===== config.mk =====
export PLATFORM = sky130hd
export DESIGN_NAME = object_def_model_ref_scanner_top
export DESIGN_NICKNAME = d
export VERILOG_FILES = /design/src/rtl/odmrs_pkg.sv /design/src/rtl/odmrs_front.sv /design/src/rtl/odmrs_queue.sv /design/src/rtl/odmrs_back.sv /design/src/rtl/object_def_model_ref_scanner_top.sv
export VERILOG_INCLUDE_DIRS = /design/src /design/src/rtl
export SDC_FILE = /design/constraint.sdc
export NUM_CORES = 1
export LEC_CHECK = 0
export ABC_AREA = 1
export BUFFER_PORTS_ARGS = -buffer_cell sky130_fd_sc_hd__buf_2
export CAP_MARGIN = 20
export CORE_UTILIZATION = 50
export CTS_CLUSTER_SIZE = 12
export DETAILED_ROUTE_END_ITERATION = 10
export GPL_TIMING_DRIVEN = 0
export MAX_ROUTING_LAYER = met4
export PLACE_DENSITY_LB_ADDON = 0.1
export SLEW_MARGIN = 40
export SYNTH_ARGS = -nofsm -noshare
export SYNTH_HDL_FRONTEND = slang
export SYNTH_HIERARCHICAL = 1
export SYNTH_SLANG_ARGS = --single-unit

===== constraint.sdc =====
create_clock -name clk -period 10.93 [get_ports clk]
set_input_delay 2.7325 -clock clk [delete_from_list [all_inputs] [get_ports clk]]
set_output_delay 2.7325 -clock clk [all_outputs]
set_load 0.02 [all_outputs]

===== src/rtl/object_def_model_ref_scanner_top_defines.svh =====
// assertion macros for the object definition model reference scanner
// expects clk and arst_n in the scope where the macros are used
`ifndef OBJECT_DEF_MODEL_REF_SCANNER_TOP_DEFINES_SVH
`define OBJECT_DEF_MODEL_REF_SCANNER_TOP_DEFINES_SVH
`ifndef SYNTHESIS
`define ODMRS_ASSERT_IMPLIES(lbl, ante, cons) \
	lbl: assert property (@(posedge clk) disable iff (!arst_n) (ante) |-> (cons)) \
		else $error("scanner assertion failed");
`define ODMRS_ASSERT_NEXT(lbl, ante, cons) \
	lbl: assert property (@(posedge clk) disable iff (!arst_n) (ante) |=> (cons)) \
		else $error("scanner assertion failed");
`else
`define ODMRS_ASSERT_IMPLIES(lbl, ante, cons)
`define ODMRS_ASSERT_NEXT(lbl, ante, cons)
`endif
`endif


===== src/rtl/odmrs_pkg.sv =====
// shared types, codes and opcode classification for the scanner
// no dependencies
`timescale 1ns / 1ps
package odmrs_pkg;

	localparam int QUEUE_DEPTH_DEF = 4;

	localparam logic [1:0] REG_TARGET = 2'd0;
	localparam logic [1:0] REG_LIMIT  = 2'd1;
	localparam logic [1:0] REG_ENDIAN = 2'd2;

	localparam logic [31:0] TARGET_RST = 32'd0;
	localparam logic [7:0]  LIMIT_RST  = 8'd3;
	localparam logic        ENDIAN_RST = 1'b1;

	localparam logic [7:0] OP_MODEL16T = 8'd1;
	localparam logic [7:0] OP_MODEL16  = 8'd5;
	localparam logic [7:0] OP_MODEL32T = 8'd6;
	localparam logic [7:0] OP_MODEL32  = 8'd7;
	localparam logic [7:0] COUNT_MAX   = 8'd255;

	typedef enum logic [3:0] {
		MODE_OP,
		MODE_COUNT,
		MODE_ID,
		MODE_TYPE,
		MODE_ZTERM,
		MODE_SKIP,
		MODE_PRESKIP,
		MODE_CNT4,
		MODE_CNT2,
		MODE_STOP
	} mode_t;

	typedef struct packed {
		mode_t      mode;
		logic [2:0] skip;
	} cls_t;

	typedef struct packed {
		logic [7:0]  data_byte;
		logic        first_of_def;
		logic        last_of_def;
		logic [15:0] def_id;
		cls_t        cls;
	} item_t;

	typedef struct packed {
		logic full;
		logic empty;
	} q_stat_t;

	// what the byte would start if it were read as an opcode
	function automatic cls_t classify(input logic [7:0] b);
		cls_t c;
		c.mode = MODE_STOP;
		c.skip = 3'd0;
		case (b) inside
			OP_MODEL16T, OP_MODEL16, OP_MODEL32T, OP_MODEL32: c.mode = MODE_COUNT;
			8'd2, [8'd30:8'd34]: c.mode = MODE_ZTERM;
			8'd14, 8'd15, 8'd19, 8'd21, 8'd28, 8'd39, 8'd69, 8'd75: begin
				c.mode = MODE_SKIP;
				c.skip = 3'd1;
			end
			8'd24, 8'd29, 8'd61, [8'd65:8'd68], [8'd70:8'd72]: begin
				c.mode = MODE_SKIP;
				c.skip = 3'd2;
			end
			8'd40, 8'd41: c.mode = MODE_CNT4;
			8'd77: begin
				c.mode = MODE_PRESKIP;
				c.skip = 3'd4;
			end
			8'd92: begin
				c.mode = MODE_PRESKIP;
				c.skip = 3'd6;
			end
			default: c.mode = MODE_STOP;
		endcase
		return c;
	endfunction

endpackage


===== src/rtl/odmrs_front.sv =====
// front end: accepts definition bytes, classifies them and pushes them into the queue
// depends on odmrs_pkg
`timescale 1ns / 1ps
module odmrs_front (
	input  logic                 in_valid,
	output logic                 in_ready,
	input  logic [7:0]           data_byte,
	input  logic                 first_of_def,
	input  logic                 last_of_def,
	input  logic [15:0]          def_id,
	input  odmrs_pkg::q_stat_t   q_stat,
	output logic                 push,
	output odmrs_pkg::item_t     push_item
);

	assign in_ready = !q_stat.full;
	assign push     = in_valid && in_ready;

	always_comb begin
		push_item.data_byte    = data_byte;
		push_item.first_of_def = first_of_def;
		push_item.last_of_def  = last_of_def;
		push_item.def_id       = def_id;
		push_item.cls          = odmrs_pkg::classify(data_byte);
	end

endmodule


===== src/rtl/odmrs_queue.sv =====
// short queue of classified bytes between front and back end
// depends on odmrs_pkg
`timescale 1ns / 1ps
module odmrs_queue #(
	parameter int DEPTH = odmrs_pkg::QUEUE_DEPTH_DEF
) (
	input  logic               clk,
	input  logic               arst_n,
	input  logic               push,
	input  odmrs_pkg::item_t   push_item,
	input  logic               pop,
	output odmrs_pkg::item_t   head,
	output odmrs_pkg::q_stat_t stat
);

	localparam int AW = (DEPTH > 1) ? $clog2(DEPTH) : 1;
	localparam int CW = $clog2(DEPTH + 1);

	odmrs_pkg::item_t mem_q [DEPTH];
	logic [AW-1:0] wr_ptr_q, rd_ptr_q;
	logic [CW-1:0] count_q;

	function automatic logic [AW-1:0] bump(input logic [AW-1:0] p);
		return (p == AW'(DEPTH - 1)) ? '0 : p + 1'b1;
	endfunction

	assign head       = mem_q[rd_ptr_q];
	assign stat.full  = (count_q == CW'(DEPTH));
	assign stat.empty = (count_q == '0);

	always_ff @(posedge clk) begin
		if (push) begin
			mem_q[wr_ptr_q] <= push_item;
		end
	end

	always_ff @(posedge clk or negedge arst_n) begin
		if (!arst_n) begin
			wr_ptr_q <= '0;
			rd_ptr_q <= '0;
			count_q  <= '0;
		end else begin
			if (push) begin
				wr_ptr_q <= bump(wr_ptr_q);
			end
			if (pop) begin
				rd_ptr_q <= bump(rd_ptr_q);
			end
			if (push && !pop) begin
				count_q <= count_q + 1'b1;
			end else if (pop && !push) begin
				count_q <= count_q - 1'b1;
			end
		end
	end

endmodule


===== src/rtl/odmrs_back.sv =====
// back end: opcode walk, id assembly, match reporting and output register
// depends on odmrs_pkg
`timescale 1ns / 1ps
module odmrs_back (
	input  logic               clk,
	input  logic               arst_n,
	input  logic [31:0]        target_id,
	input  logic [7:0]         report_limit,
	input  logic               big_endian,
	input  odmrs_pkg::item_t   head,
	input  odmrs_pkg::q_stat_t q_stat,
	output logic               pop,
	output logic               out_valid,
	input  logic               out_ready,
	output logic [15:0]        object_id,
	output logic [31:0]        model_id,
	output logic [7:0]         model_type,
	output logic               has_type,
	output logic [7:0]         list_opcode,
	output logic [7:0]         report_count
);

	odmrs_pkg::mode_t mode_q, n_mode, e_mode;
	logic [7:0]  opcode_q, n_opcode, e_opcode;
	logic [7:0]  entries_q, n_entries, e_entries, ent_dec;
	logic [10:0] skip_q, n_skip, e_skip, skip_dec;
	logic [2:0]  idx_q, n_idx, e_idx, idx_inc;
	logic [31:0] acc_q, n_acc, e_acc, acc_shift;
	logic [7:0]  found_q, n_found;
	logic        active_q, n_active, act;
	logic        typed, short_id, id_done;
	logic        hit;
	logic [31:0] rpt_id;
	logic [7:0]  rpt_type;
	logic [7:0]  b;

	assign pop = !q_stat.empty && (!out_valid || out_ready);
	assign b   = head.data_byte;

	// first byte of a definition clears the parse state before it is used
	always_comb begin
		e_mode    = head.first_of_def ? odmrs_pkg::MODE_OP : mode_q;
		e_opcode  = head.first_of_def ? 8'd0 : opcode_q;
		e_entries = head.first_of_def ? 8'd0 : entries_q;
		e_skip    = head.first_of_def ? 11'd0 : skip_q;
		e_idx     = head.first_of_def ? 3'd0 : idx_q;
		e_acc     = head.first_of_def ? 32'd0 : acc_q;
		act       = head.first_of_def ?
			((found_q < report_limit) && !head.last_of_def) : active_q;
		typed     = (e_opcode == odmrs_pkg::OP_MODEL16T) ||
			(e_opcode == odmrs_pkg::OP_MODEL32T);
		short_id  = (e_opcode == odmrs_pkg::OP_MODEL16T) ||
			(e_opcode == odmrs_pkg::OP_MODEL16);
		acc_shift = big_endian ? {e_acc[23:0], b} :
			(e_acc | ({24'd0, b} << {e_idx[1:0], 3'b000}));
		idx_inc   = e_idx + 3'd1;
		id_done   = short_id ? (idx_inc >= 3'd2) : (idx_inc >= 3'd4);
		ent_dec   = e_entries - 8'd1;
		skip_dec  = (e_skip != 11'd0) ? e_skip - 11'd1 : e_skip;
	end

	// next parse state
	always_comb begin
		n_mode    = e_mode;
		n_opcode  = e_opcode;
		n_entries = e_entries;
		n_skip    = e_skip;
		n_idx     = e_idx;
		n_acc     = e_acc;
		n_active  = act;
		if (act) begin
			case (e_mode)
				odmrs_pkg::MODE_OP: begin
					n_opcode = b;
					n_mode   = head.cls.mode;
					if (head.cls.skip != 3'd0) begin
						n_skip = {8'd0, head.cls.skip};
					end
				end
				odmrs_pkg::MODE_COUNT: begin
					n_entries = b;
					n_idx     = 3'd0;
					n_acc     = 32'd0;
					n_mode    = (b == 8'd0) ? odmrs_pkg::MODE_OP : odmrs_pkg::MODE_ID;
				end
				odmrs_pkg::MODE_ID: begin
					n_acc = acc_shift;
					n_idx = idx_inc;
					if (id_done) begin
						if (typed) begin
							n_mode = odmrs_pkg::MODE_TYPE;
						end else begin
							n_entries = ent_dec;
							n_idx     = 3'd0;
							n_acc     = 32'd0;
							n_mode    = (ent_dec == 8'd0) ?
								odmrs_pkg::MODE_OP : odmrs_pkg::MODE_ID;
						end
					end
				end
				odmrs_pkg::MODE_TYPE: begin
					n_entries = ent_dec;
					n_idx     = 3'd0;
					n_acc     = 32'd0;
					n_mode    = (ent_dec == 8'd0) ? odmrs_pkg::MODE_OP : odmrs_pkg::MODE_ID;
				end
				odmrs_pkg::MODE_ZTERM: begin
					if (b == 8'd0) begin
						n_mode = odmrs_pkg::MODE_OP;
					end
				end
				odmrs_pkg::MODE_SKIP: begin
					n_skip = skip_dec;
					if (skip_dec == 11'd0) begin
						n_mode = odmrs_pkg::MODE_OP;
					end
				end
				odmrs_pkg::MODE_PRESKIP: begin
					n_skip = skip_dec;
					if (skip_dec == 11'd0) begin
						n_mode = odmrs_pkg::MODE_CNT2;
					end
				end
				odmrs_pkg::MODE_CNT4: begin
					n_skip = {1'b0, b, 2'b00};
					n_mode = (b == 8'd0) ? odmrs_pkg::MODE_OP : odmrs_pkg::MODE_SKIP;
				end
				odmrs_pkg::MODE_CNT2: begin
					n_skip = {2'b00, b, 1'b0} + 11'd2;
					n_mode = odmrs_pkg::MODE_SKIP;
				end
				default: begin
					n_mode = e_mode;
				end
			endcase
		end
		if (head.last_of_def) begin
			n_active = 1'b0;
			n_mode   = odmrs_pkg::MODE_OP;
		end
	end

	// report decision
	always_comb begin
		rpt_id   = (e_mode == odmrs_pkg::MODE_ID) ? acc_shift : e_acc;
		rpt_type = (e_mode == odmrs_pkg::MODE_TYPE) ? b : 8'd0;
		hit      = act && (rpt_id == target_id) &&
			(((e_mode == odmrs_pkg::MODE_ID) && id_done && !typed) ||
			(e_mode == odmrs_pkg::MODE_TYPE));
		n_found  = found_q;
		if (hit && (found_q != odmrs_pkg::COUNT_MAX)) begin
			n_found = found_q + 8'd1;
		end
	end

	always_ff @(posedge clk or negedge arst_n) begin
		if (!arst_n) begin
			mode_q    <= odmrs_pkg::MODE_OP;
			opcode_q  <= '0;
			entries_q <= '0;
			skip_q    <= '0;
			idx_q     <= '0;
			acc_q     <= '0;
			found_q   <= '0;
			active_q  <= 1'b0;
			out_valid <= 1'b0;
		end else begin
			if (pop) begin
				mode_q    <= n_mode;
				opcode_q  <= n_opcode;
				entries_q <= n_entries;
				skip_q    <= n_skip;
				idx_q     <= n_idx;
				acc_q     <= n_acc;
				found_q   <= n_found;
				active_q  <= n_active;
			end
			if (pop && hit) begin
				out_valid <= 1'b1;
			end else if (out_ready) begin
				out_valid <= 1'b0;
			end
		end
	end

	always_ff @(posedge clk) begin
		if (pop && hit) begin
			object_id    <= head.def_id;
			model_id     <= rpt_id;
			model_type   <= rpt_type;
			has_type     <= (e_mode == odmrs_pkg::MODE_TYPE);
			list_opcode  <= e_opcode;
			report_count <= n_found;
		end
	end

endmodule


===== src/rtl/object_def_model_ref_scanner_top.sv =====
// top level of the object definition model reference scanner
// depends on odmrs_pkg, odmrs_front, odmrs_queue, odmrs_back and the defines header
//
// usage:
//   input channel (in_valid/in_ready) carries one byte of an object definition per
//   transfer, with first_of_def and last_of_def framing and the definition's def_id.
//   output channel (out_valid/out_ready) carries one report per model id in a model
//   list that equals the target id, in definitions that start while the count is below report_limit.
//   registers on the apb port: 0x0 target id, 0x4 report_limit, 0x8 big_endian;
//   write them only while no bytes are in flight.
// timing:
//   one byte per cycle sustained while out_ready takes each report; the opcode walk in
//   the back end then handles one byte per cycle from the queue. a report is registered
//   once the back end pops the byte that completes the match from the queue.
// stalls and reset:
//   while out_ready is low a pending report holds in the output register; the back
//   end stops and the queue (QUEUE_DEPTH bytes) absorbs input until in_ready drops.
//   reset empties the queue, drops any report and clears the parse state and count;
//   registers return to target 0, limit 3, big endian.
`timescale 1ns / 1ps
`include "object_def_model_ref_scanner_top_defines.svh"
module object_def_model_ref_scanner_top #(
	parameter int QUEUE_DEPTH = odmrs_pkg::QUEUE_DEPTH_DEF
) (
	input  logic        clk,
	input  logic        arst_n,
	input  logic        psel,
	input  logic        penable,
	input  logic        pwrite,
	input  logic [3:0]  paddr,
	input  logic [31:0] pwdata,
	output logic [31:0] prdata,
	output logic        pready,
	input  logic        in_valid,
	output logic        in_ready,
	input  logic [7:0]  data_byte,
	input  logic        first_of_def,
	input  logic        last_of_def,
	input  logic [15:0] def_id,
	output logic        out_valid,
	input  logic        out_ready,
	output logic [15:0] object_id,
	output logic [31:0] model_id,
	output logic [7:0]  model_type,
	output logic        has_type,
	output logic [7:0]  list_opcode,
	output logic [7:0]  report_count
);

	logic [31:0] target_q;
	logic [7:0]  limit_q;
	logic        endian_q;
	logic        wr_en;

	odmrs_pkg::q_stat_t q_stat;
	odmrs_pkg::item_t   push_item, head;
	logic               push, pop;

	assign pready = 1'b1;
	assign wr_en  = psel && penable && pwrite && pready;

	always_ff @(posedge clk or negedge arst_n) begin
		if (!arst_n) begin
			target_q <= odmrs_pkg::TARGET_RST;
			limit_q  <= odmrs_pkg::LIMIT_RST;
			endian_q <= odmrs_pkg::ENDIAN_RST;
		end else if (wr_en) begin
			case (paddr[3:2])
				odmrs_pkg::REG_TARGET: target_q <= pwdata;
				odmrs_pkg::REG_LIMIT:  limit_q  <= pwdata[7:0];
				odmrs_pkg::REG_ENDIAN: endian_q <= pwdata[0];
				default: ;
			endcase
		end
	end

	always_comb begin
		case (paddr[3:2])
			odmrs_pkg::REG_TARGET: prdata = target_q;
			odmrs_pkg::REG_LIMIT:  prdata = {24'd0, limit_q};
			odmrs_pkg::REG_ENDIAN: prdata = {31'd0, endian_q};
			default:               prdata = 32'd0;
		endcase
	end

	odmrs_front u_front (
		.in_valid     (in_valid),
		.in_ready     (in_ready),
		.data_byte    (data_byte),
		.first_of_def (first_of_def),
		.last_of_def  (last_of_def),
		.def_id       (def_id),
		.q_stat       (q_stat),
		.push         (push),
		.push_item    (push_item)
	);

	odmrs_queue #(
		.DEPTH (QUEUE_DEPTH)
	) u_queue (
		.clk       (clk),
		.arst_n    (arst_n),
		.push      (push),
		.push_item (push_item),
		.pop       (pop),
		.head      (head),
		.stat      (q_stat)
	);

	odmrs_back u_back (
		.clk          (clk),
		.arst_n       (arst_n),
		.target_id    (target_q),
		.report_limit (limit_q),
		.big_endian   (endian_q),
		.head         (head),
		.q_stat       (q_stat),
		.pop          (pop),
		.out_valid    (out_valid),
		.out_ready    (out_ready),
		.object_id    (object_id),
		.model_id     (model_id),
		.model_type   (model_type),
		.has_type     (has_type),
		.list_opcode  (list_opcode),
		.report_count (report_count)
	);

	// a report always counts itself
	`ODMRS_ASSERT_IMPLIES(a_count_nonzero, out_valid, report_count != 8'd0)
	// a byte pushed into an empty queue leaves it non-empty in the next cycle
	`ODMRS_ASSERT_NEXT(a_push_lands, push && q_stat.empty, !q_stat.empty)
	// back end never drains an empty queue
	`ODMRS_ASSERT_IMPLIES(a_no_pop_empty, q_stat.empty, !pop)

endmodule


==> metrics.yaml, run 1 <==
status:
  status: "finished clean"
worst_setup_path:
  cp_top_family: "buffers and inverters"
  worstPathArrival_ns: 3.57
  crit_type: "in2out"
  crit_slowest_cell: "buf_2"
  startpoint_type: "input port"
  cp_num_buf_inv: 4
  crit_required_ns: 8.20
  crit_fanout: 10
  crit_chain: "buf_2 > inv_2 > nand2_4 > buf_2 > nor2_1 > buf_2"
  endpoint_kind: "output pin"
  cpPeakStageDelay_ns: 0.21
  cpMostUsedCell: "buf_2"
place:
  placed_cells: 2745
  place.gp.congestion: 0.983
  dpl_cell_area_um2: 19700
  dp_hpwl_mm: 39.0
  io_buffers: 154
drt:
  dr_wl_met2_mm: 25.6
  drt_wl_total_mm: 53.5
  vias: 15300
  drc: 0
  postRouteAntennaNets: 0
  drt_iter0_markers: 1389
  post_drt_via_cell_ratio: 5.42
  m1WireLength_mm: 22.3
  wl_per_cell_um: 19.0
  highest_layer: "met4"
  met3_length_mm: 3.85
  drt_first_pass_iters: 6
power_and_ir_drop:
  peakVddDrop_v: 0.000212
  p_leak_nw: 9.88
  powerDensity_nw_per_um2: 271
clocking:
  cts.reportedPaths.clkPinSlew_ns: 0.06
  cts_resized: 0
  cts_tree: "built"
  cts_hold_buf: 0
  cts_setup_buffers: 0
  clockRootBuffer: "clkbuf_16"
  cts_buffers: 39
  cts.htree.levels: 2
  cts_sinks: 329
  cts.path.max_buffers: 3
  insertion_delay_ns: 0.57
yosys:
  synthesis.area_um2: 18100
  synth_top_area_frac: 0.341
  synth_cells: 2122
  synth_ff_type: "edfxtp_1"
  synth_edf_count: 205
  yosysWarnings: 6
  yosysTopAreaCell: "edfxtp_1"
  yosysMostFrequentCell: "nand2_1"
  synth_common_cells: "nand2_1, inv_1, edfxtp_1"
  async_flop_share: 0.377
  ys_ff_latch: 329
  ys_seq_area_frac: 0.513
  syn_avg_cell_area_um2: 8.52
  yosysUniqueCellTypes: 55
  synthTopCellsByArea: "edfxtp_1, dfrtp_1, nand2_1"
  synth_nets: 2212
layout:
  finalInstanceArea_um2: 20900
  diodes: 0
  drive_above_1_share: 0.188
  final_cells: 2816
  area_delta_synth_final_pct: 15.8
  post-route-util: 0.588
  fin_nets: 2415
global_route:
  grt_max_degree: 68
  track_usage: 0.302
  grt_overflow: 0
  grt_pass1_vias: 14400
  antenna_found_initial: 0
  grt_pass1_wl_mm: 81.1
timing:
  rsz0062_at_grt: "false"
  finalSetupViolCount: 0
  max_freq_mhz: 159
  setup_tns_ns: 0
  slew_violations: 0
  finalCritPeriodShare: 0.576
  finalWorstPathRequiredPeriod_ns: 6.30
  max_slew_margin: 0.431
  fin_hold_ws_ns: 0.478
  finClkSkew_ns: 0.0249
  hold_viol_final: 0
  worst_pin_slew_ns: 0.853
die:
  rows: 69
  io_pins: 177
  initial_core_util: 0.508
  die_area_um2: 36900
  die_w_um: 192
  fp.coreArea_um2: 35600
  chipHeight_um: 192
worst_hold_path:
  hp-class: "reg2reg"
flow_run:
  maxCapViolCount: 0
## state kept, by name (all words and copies together) (netlist names), 3 cells and up
register and flops:
limit_q 8, u_queue/count_q 3, u_back/model_id 32, u_back/found_q 8
u_back/opcode_q 8, u_back/mode_q 4, u_back/object_id 16, u_back/model_type 8
target_q 32, u_back/acc_q 32, u_back/entries_q 8, u_back/report_count 8
u_back/idx_q 3, u_queue/mem_q 132, u_back/list_opcode 8, u_back/skip_q 11
## final cells by class
cell class / instances / area [µm²]
fillers: 3248 / 14600
repair buffers: 162 / 988
plain buffers: 112 / 712
clock inverters: 21 / 234
flip-flops and latches: 329 / 9260
inverters: 266 / 1020
clock buffers: 50 / 1040
multi-input cells: 1415 / 7100
well taps: 461 / 577
## layer usage
metal / vias to the layer above / global-route usage
met3: 99 / 0.0508
met5: - / -
met1: 7240 / 0.389
met4: 0 / 0.104
met2: 573 / 0.482
li1: 7352 / -
## path summary, 6_finish.rpt
kind,to,from,depth (start not counted),slack [ns]
worst max-delay path,prdata[17],paddr[3],6,4.63
worst min-delay path,limit_q[1],limit_q[1],2,0.48
worst max register to register,u_back/object_id[10],u_queue/rd_ptr_q[0],25,5.90
worst min register to register,limit_q[1],limit_q[1],2,0.48
max in group asynchronous,endian_q,arst_n,2,8.03
min in group asynchronous,u_back/entries_q[2],arst_n,1,2.11
## metrics by stage
stage / total power, mW / setup slack [ns]
floorplan: 3.50 / 3.92
global placement: 4.29 / 1.08
detailed placement: 4.35 / 4.63
CTS: 5.66 / 4.63
global route: 6.02 / 4.56
finish: 5.67 / 4.63
## report_power, final
part           switching [mW]  total, mW  internal [mW]
sequential              0.117       1.73           1.61
clock                   0.524       1.29          0.769
combinational            1.89       2.65          0.767
total                    2.53       5.67           3.15
## worst min-delay path, cell delays in order, from the launching register on
cell and delay, ns:
dfstp_2 0.38, nand2_1 0.06, nand2_1 0.04
## cell usage in the layout, fill, tap and decap left out, types with 11 or more instances in the layout
master / count
nand2_1: 649
o211ai_2: 44
nand3_1: 98
clkbuf_16: 39
o22ai_1: 12
o21ai_0: 93
nor2_2: 17
nand3_2: 14
o211ai_1: 31
edfxtp_1: 205
xor2_1: 12
nor3_1: 11
clkinv_1: 12
a21oi_1: 89
buf_4: 35
nand4_1: 23
buf_6: 15
buf_2: 181
dfrtp_1: 121
nand3b_1: 21
clkbuf_1: 39
inv_2: 22
ha_1: 20
inv_1: 235
nor2_1: 189
nand2_2: 21
## kinds of logic (layout without fill, tap and decap cells)
logic type,count (synthesis),in the layout,share of synthesized area
AO/OA/AOI/OAI,310,310,0.114
XOR/XNOR,16,16,0.00775
adder cells (fa/ha/maj),21,21,0.0150
buffers and inverters,378,611,0.0954
flip-flops,329,329,0.513
other,1,1,0.000207
AND/OR/NAND/NOR,1067,1067,0.255
(Power assumes the default switching activity.)
==> inputs of run 2 (changes only) <==
--- a/config.mk
+++ b/config.mk
@@ -6,7 +6,7 @@
 export SDC_FILE = /design/constraint.sdc
 export NUM_CORES = 1
 export LEC_CHECK = 0
-export ABC_AREA = 1
+export ABC_AREA = 0
 export BUFFER_PORTS_ARGS = -buffer_cell sky130_fd_sc_hd__buf_2
 export CAP_MARGIN = 20
 export CORE_UTILIZATION = 50
==> constraint.sdc (replaced) <==
create_clock -name clk -period 5.6 [get_ports clk]
set_input_delay 1.4 -clock clk [delete_from_list [all_inputs] [get_ports clk]]
set_output_delay 1.4 -clock clk [all_outputs]
set_load 0.02 [all_outputs]
==> metrics.yaml, run 2 <==
status:
  status: "finished clean"  # unchanged
clocking:
  cts_buffers: 37  # was 39
  cts.path.max_buffers: 3  # unchanged
  cts.htree.levels: 2  # unchanged
  cts_tree: "built"  # unchanged
  cts.reportedPaths.clkPinSlew_ns: 0.06  # about the same
  insertion_delay_ns: 0.53  # was 0.57 ns
  cts_sinks: 329  # unchanged
  clockRootBuffer: "clkbuf_16"  # unchanged
  cts_hold_buf: 0  # unchanged
place:
  io_buffers: 154  # unchanged
  place.gp.congestion: 0.981  # was 0.983
  placed_cells: 1998  # was 2745
  dp_hpwl_mm: 34.0  # was 39.0 mm
drt:
  drt_first_pass_iters: 5  # was 6
  drt_iter0_markers: 999  # was 1389
  m1WireLength_mm: 20.3  # was 22.3 mm
  met3_length_mm: 3.08  # was 3.85 mm
  postRouteAntennaNets: 0  # unchanged
  highest_layer: "met4"  # unchanged
  drc: 0  # unchanged
  dr_wl_met2_mm: 23.0  # was 25.6 mm
  vias: 12500  # was 15300
  drt_wl_total_mm: 48.0  # was 53.5 mm
  post_drt_via_cell_ratio: 6.01  # was 5.42
  wl_per_cell_um: 23.1  # was 19.0 µm
yosys:
  synthesis.area_um2: 16800  # was 18100 µm²
  yosysUniqueCellTypes: 103  # was 55
  synth_nets: 1480  # was 2212
  synthMuxAreaShare: 0.0868  # was 0
  synth_edf_count: 205  # unchanged
  yosys.area_share.xor_xnor: 0.0291  # was 0.00775
  synth_common_cells: "edfxtp_1, dfrtp_1, nand2_1"  # was nand2_1, inv_1, edfxtp_1
  yosysWarnings: 6  # unchanged
  yosys.area_share.simple: 0.142  # was 0.255
  async_flop_share: 0.377  # unchanged
  yosysMostFrequentCell: "edfxtp_1"  # was nand2_1
  synth_cells: 1390  # was 2122
  synth-compound-area-share: 0.123  # was 0.114
  synth_adder_area_share: 0.0161  # was 0.0150
  synth_top_area_frac: 0.366  # was 0.341
  syn_avg_cell_area_um2: 12.1  # was 8.52 µm²
  ys_ff_latch: 329  # unchanged
  synth_ff_type: "edfxtp_1"  # unchanged
  synthTopCellsByArea: "edfxtp_1, dfrtp_1, mux4_2"  # was edfxtp_1, dfrtp_1, nand2_1
  ys_seq_area_frac: 0.550  # was 0.513
  yosysTopAreaCell: "edfxtp_1"  # unchanged
  synth_top_family_by_area: "simple AND/OR/NAND/NOR gates"  # unchanged
die:
  die_w_um: 185  # was 192 µm
  fp.coreArea_um2: 32800  # was 35600 µm²
  initial_core_util: 0.513  # was 0.508
  chipHeight_um: 185  # was 192 µm
  rows: 66  # was 69
  die_area_um2: 34400  # was 36900 µm²
  io_pins: 177  # unchanged
global_route:
  antenna_found_initial: 0  # unchanged
  track_usage: 0.293  # was 0.302
  grt_overflow: 0  # unchanged
  grt_pass1_vias: 12200  # was 14400
  grt_pass1_wl_mm: 72.2  # was 81.1 mm
  grt_max_degree: 67  # was 68
timing:
  max_slew_margin: 0.429  # was 0.431
  worst_pin_slew_ns: 0.857  # was 0.853 ns
  finClkSkew_ns: 0.0124  # was 0.0249 ns
  hold_viol_final: 0  # unchanged
  slew_violations: 0  # unchanged
  setup_tns_ns: 0  # unchanged
  finalCritPeriodShare: 0.968
  finalSetupViolCount: 0  # unchanged
  max_freq_mhz: 184
  finalWorstPathRequiredPeriod_ns: 5.42
power_and_ir_drop:
  powerDensity_nw_per_um2: 458  # was 271 nW/µm²
  peakVddDrop_v: 0.000297  # was 0.000212 V
  p_leak_nw: 7.61  # was 9.88 nW
  power_mw: 9.01  # was 5.67 mW
worst_setup_path:
  cpMostUsedCell: "buf_6"  # was buf_2
  crit_required_ns: 5.84  # was 8.20 ns
  crit_type: "reg2reg"  # was in2out
  rrSetupSlack_ns: 0.18  # was 5.90 ns
  cpPeakStageDelay_ns: 0.65  # was 0.21 ns
  crit_slowest_cell: "mux4_2"  # was buf_2
  crit_chain: "buf_6 > mux4_2 > buf_6 > buf_6 > buf_6 > buf_6 > buf_6 > buf_6 > buf_6 > nor2b_4 > ha_4 > inv_2 > o2111ai_2 > a21boi_4 > o21ai_2 > nor2_1 > nand4b_1 > buf_4 > nor4_4 > buf_6 > buf_4 > buf_4 > buf_4 > buf_4"  # was buf_2 > inv_2 > nand2_4 > buf_2 > nor2_1 > buf_2
  endpoint_kind: "register"  # was output pin
  crit_fanout: 10  # unchanged
  worstPathArrival_ns: 5.66  # was 3.57 ns
  startpoint_type: "register"  # was input port
layout:
  fin_nets: 1693  # was 2415
  final_cell_mix: "edfxtp_1, buf_2, dfrtp_1"  # was nand2_1, inv_1, edfxtp_1
  area_delta_synth_final_pct: 16.9  # was 15.8%
  final_cells: 2074  # was 2816
  post-route-util: 0.600  # was 0.588
  diodes: 0  # unchanged
  final_common_cell: "edfxtp_1"  # was nand2_1
  top_register: "u_queue/mem_q"  # unchanged
  largest_register_ff_count: 132  # unchanged
  drive_above_1_share: 0.263  # was 0.188
worst_hold_path:
  hp-class: "reg2reg"  # unchanged
flow_run:
  maxCapViolCount: 0  # unchanged
==> run 2: path summary, 6_finish.rpt <==
path / from / depth (start not counted) / endpoint
max: u_queue/rd_ptr_q[0] / 24 / u_back/model_type[2]
min: u_queue/count_q[2] / 1 / u_queue/count_q[2]
max reg2reg: u_queue/rd_ptr_q[0] / 24 / u_back/model_type[2]
min reg2reg: u_queue/count_q[2] / 1 / u_queue/count_q[2]
max in group asynchronous: arst_n / 3 / endian_q
min in group asynchronous: arst_n / 2 / u_back/opcode_q[5]
==> run 2: routing by layer <==
metal / vias to the layer above / global-route usage
met5: - / -
met4: 0 / 0.108
met3: 94 / 0.0501
met2: 484 / 0.458
met1: 6245 / 0.384
li1: 5651 / -
==> run 2: cell families after synthesis <==
group | count (synthesis)
xor+xnor | 56
fa+ha+maj | 21
compound gates | 296
simple gates | 428
other cells | 1
buf+inv | 162
mux | 97
flops | 329
==> run 2: critical path, delay by kind of cell, from the launching register on <==
| kind | cells | cell delay [ns] |
|---|---|---|
| flops | 1 | 0.37 |
| buf+inv | 15 | 2.57 |
| compound gates | 3 | 0.55 |
| fa+ha+maj | 1 | 0.21 |
| mux | 1 | 0.65 |
| simple gates | 4 | 0.73 |
==> run 2: where the power goes <==
group	switching, mW	total (mW)	internal, mW
sequential	0.236	3.24	3.01
clock	0.974	2.31	1.34
combinational	2.24	3.46	1.21
==> run 2: layout make-up <==
class / count / area, µm²
Fill cell: 2742 / 13100
Buffer: 116 / 748
Timing Repair Buffer: 174 / 982
Multi-Input combinational cell: 899 / 6790
Inverter: 46 / 173
Tap cell: 442 / 553
Clock buffer: 55 / 1030
Clock inverter: 13 / 116
Sequential cell: 329 / 9260
==> run 2: timing repair <==
item / CTS / global route
pin swaps: 2 / 1
resized for setup: 5 / 6
setup buffers: 4 / 4
cloned: 0 / 0
endpoints found under the setup margin: 64 / 9
endpoints found under the hold margin: 0 / 0
==> run 2: per-stage QoR <==
step | setup WS (ns) | instance area (µm²) | hold WS (ns)
global route | -0.00400 | 19700 | 0.503
floorplan | -0.458 | 16900 | 0.449
CTS | 0.119 | 19600 | 0.484
global placement | -3.13 | 18200 | 0.468
detailed placement | -0.858 | 18400 | 0.472
finish | 0.178 | 19700 | 0.482
==> inputs of run 3 (changes only) <==
--- a/config.mk
+++ b/config.mk
@@ -6,7 +6,7 @@
 export SDC_FILE = /design/constraint.sdc
 export NUM_CORES = 1
 export LEC_CHECK = 0
-export ABC_AREA = 0
+export ABC_AREA = 1
 export BUFFER_PORTS_ARGS = -buffer_cell sky130_fd_sc_hd__buf_2
 export CAP_MARGIN = 20
 export CORE_UTILIZATION = 50
==> metrics.yaml, run 3 (synthesis gave the netlist of run 1 again) <==
status:
  status: "finished clean"  # unchanged
global_route:
  grt_pass1_wl_mm: 81.0  # was 72.2 mm
  track_usage: 0.301  # was 0.293
  grt_pass1_vias: 14400  # was 12200
  antenna_found_initial: 1  # was 0
  grt_overflow: 0  # unchanged
  grt_max_degree: 53  # was 67
layout:
  drive_above_1_share: 0.185  # was 0.263
  top_register: "u_queue/mem_q"  # unchanged
  largest_register_ff_count: 132  # unchanged
  seq_area_um2: 9260  # unchanged
  final_common_cell: "nand2_1"  # was edfxtp_1
  fin_nets: 2411  # was 1693
  final_cells: 2812  # was 2074
  final_cell_mix: "nand2_1, inv_1, edfxtp_1"  # was edfxtp_1, buf_2, dfrtp_1
  multi_input_area_um2: 7100  # was 6790 µm²
  area_delta_synth_final_pct: 15.0  # was 16.9%
  finalInstanceArea_um2: 20800  # was 19700 µm²
  fill_cells: 3230  # was 2742
timing:
  hold_viol_final: 0  # unchanged
  rsz0062_at_grt: "false"
  slew_violations: 0  # unchanged
  finalSetupViolCount: 0  # unchanged
  finClkSkew_ns: 0.0183  # was 0.0124 ns
  finalWorstPathRequiredPeriod_ns: 4.99  # was 5.42 ns
  finalCritPeriodShare: 0.891  # was 0.968
  max_freq_mhz: 200  # was 184 MHz
  worst_pin_slew_ns: 0.862  # was 0.857 ns
  max_slew_margin: 0.425  # was 0.429
  setup_tns_ns: 0  # unchanged
drt:
  drt_iter0_markers: 1281  # was 999
  post_drt_via_cell_ratio: 5.39  # was 6.01
  vias: 15200  # was 12500
  postRouteAntennaNets: 0  # unchanged
  drt_first_pass_iters: 6  # was 5
  drt_wl_total_mm: 53.0  # was 48.0 mm
  drc: 0  # unchanged
  wl_per_cell_um: 18.9  # was 23.1 µm
worst_setup_path:
  cp_top_family: "simple AND/OR/NAND/NOR gates"  # was buffers and inverters
  crit_required_ns: 5.85  # was 5.84 ns
  crit_type: "reg2reg"  # unchanged
  crit_slowest_cell: "o21ai_1"  # was mux4_2
  worstPathArrival_ns: 5.24  # was 5.66 ns
  startpoint_type: "register"  # unchanged
  cpMostUsedCell: "nand2_1"  # was buf_6
  endpoint_kind: "register"  # unchanged
  crit_fanout: 17  # was 10
  cp_num_buf_inv: 8  # was 15
  cpPeakStageDelay_ns: 0.61  # was 0.65 ns
place:
  place.gp.congestion: 0.959  # was 0.981
  dpl_cell_area_um2: 19600  # was 18400 µm²
  dp_hpwl_mm: 38.6  # was 34.0 mm
  io_buffers: 154  # unchanged
  placed_cells: 2743  # was 1998
die:
  chipHeight_um: 192  # was 185 µm
  initial_core_util: 0.508  # was 0.513
  die_area_um2: 36900  # was 34400 µm²
  io_pins: 177  # unchanged
  fp.coreArea_um2: 35600  # was 32800 µm²
  rows: 69  # was 66
  die_w_um: 192  # was 185 µm
clocking:
  cts_hold_buf: 0  # unchanged
  clockRootBuffer: "clkbuf_16"  # unchanged
  insertion_delay_ns: 0.56  # was 0.53 ns
  cts.path.max_buffers: 3  # unchanged
  cts.htree.levels: 2  # unchanged
  cts_sinks: 329  # unchanged
  cts_setup_buffers: 0  # was 4
  cts_tree: "built"  # unchanged
  cts.reportedPaths.clkPinSlew_ns: 0.06  # about the same
  cts_resized: 0  # was 5
  cts_buffers: 37  # unchanged
flow_run:
  maxCapViolCount: 0  # unchanged
power_and_ir_drop:
  power_mw: 10.8  # was 9.01 mW
  powerDensity_nw_per_um2: 521  # was 458 nW/µm²
  p_leak_nw: 9.80  # was 7.61 nW
  peakVddDrop_v: 0.000304  # was 0.000297 V
worst_hold_path:
  hp-class: "reg2reg"  # unchanged
==> run 3: changes by cell type in the layout (fill, tap and decap cells not counted), sizes merged, moves of 27 or more <==
cell    previous run  this run
nand2             98       676
inv               45       262
nor2              81       213
nand3             30       113
o211ai             7        75
mux2              46         0
and2              40         2
a21oi             56        91
xnor2             38         4
mux4              33         0
o21ai             70       102
a22o              27         0
nor2b             27         0
==> run 3: layout make-up <==
class                   instances  share of cell area
clock buffers                  54              0.0501
inverters                     266              0.0493
well taps                     461              0.0278
repair buffers                160              0.0449
plain buffers                 112              0.0342
diodes                          1            0.000120
multi-input cells            1415               0.342
flip-flops and latches        329               0.446
clock inverters                14             0.00608
==> run 3: power by group <==
part,total [mW],leakage [nW],internal [mW],switching (mW)
sequential,3.37,3.45,3.14,0.230
clock,2.34,0.557,1.35,0.992
combinational,5.11,5.80,1.47,3.65
total,10.8,9.80,5.96,4.87
==> run 3: path summary, 6_finish.rpt <==
| kind | startpoint | endpoint | slack [ns] | cells after the start |
|---|---|---|---|---|
| setup reg to reg | u_queue/rd_ptr_q[0] | u_back/report_count[0] | 0.61 | 25 |
| hold reg to reg | u_back/skip_q[7] | u_back/skip_q[7] | 0.48 | 2 |
| max in group asynchronous | arst_n | endian_q | 4.02 | 3 |
| setup / recovery | u_queue/rd_ptr_q[0] | u_back/report_count[0] | 0.61 | 25 |
| min in group asynchronous | arst_n | u_back/entries_q[0] | 0.68 | 1 |
| hold / removal | u_back/skip_q[7] | u_back/skip_q[7] | 0.48 | 2 |
==> run 3: through the flow <==
step	setup WS [ns]	hold WS, ns	util
final	0.612	0.480	0.584
after global routing	0.252	0.496	0.584
after CTS	0.685	0.481	0.584
after detailed placement	0.698	0.470	0.551
after global placement	-1.55	0.466	0.546
after floorplan	0.496	0.447	-
==> run 3: per-layer routing <==
metal,routed length (µm),up-vias,track usage
li1,-,7349,-
met1,22400,7167,0.386
met2,25100,555,0.477
met3,3700,99,0.0530
met4,1790,0,0.117
met5,0,-,-
==> run 3: tightest hold or removal path: cells and delay by family, from the launching register on <==
family | cells | cell delay (ns)
flip-flops | 1 | 0.34
AND/OR/NAND/NOR | 2 | 0.10
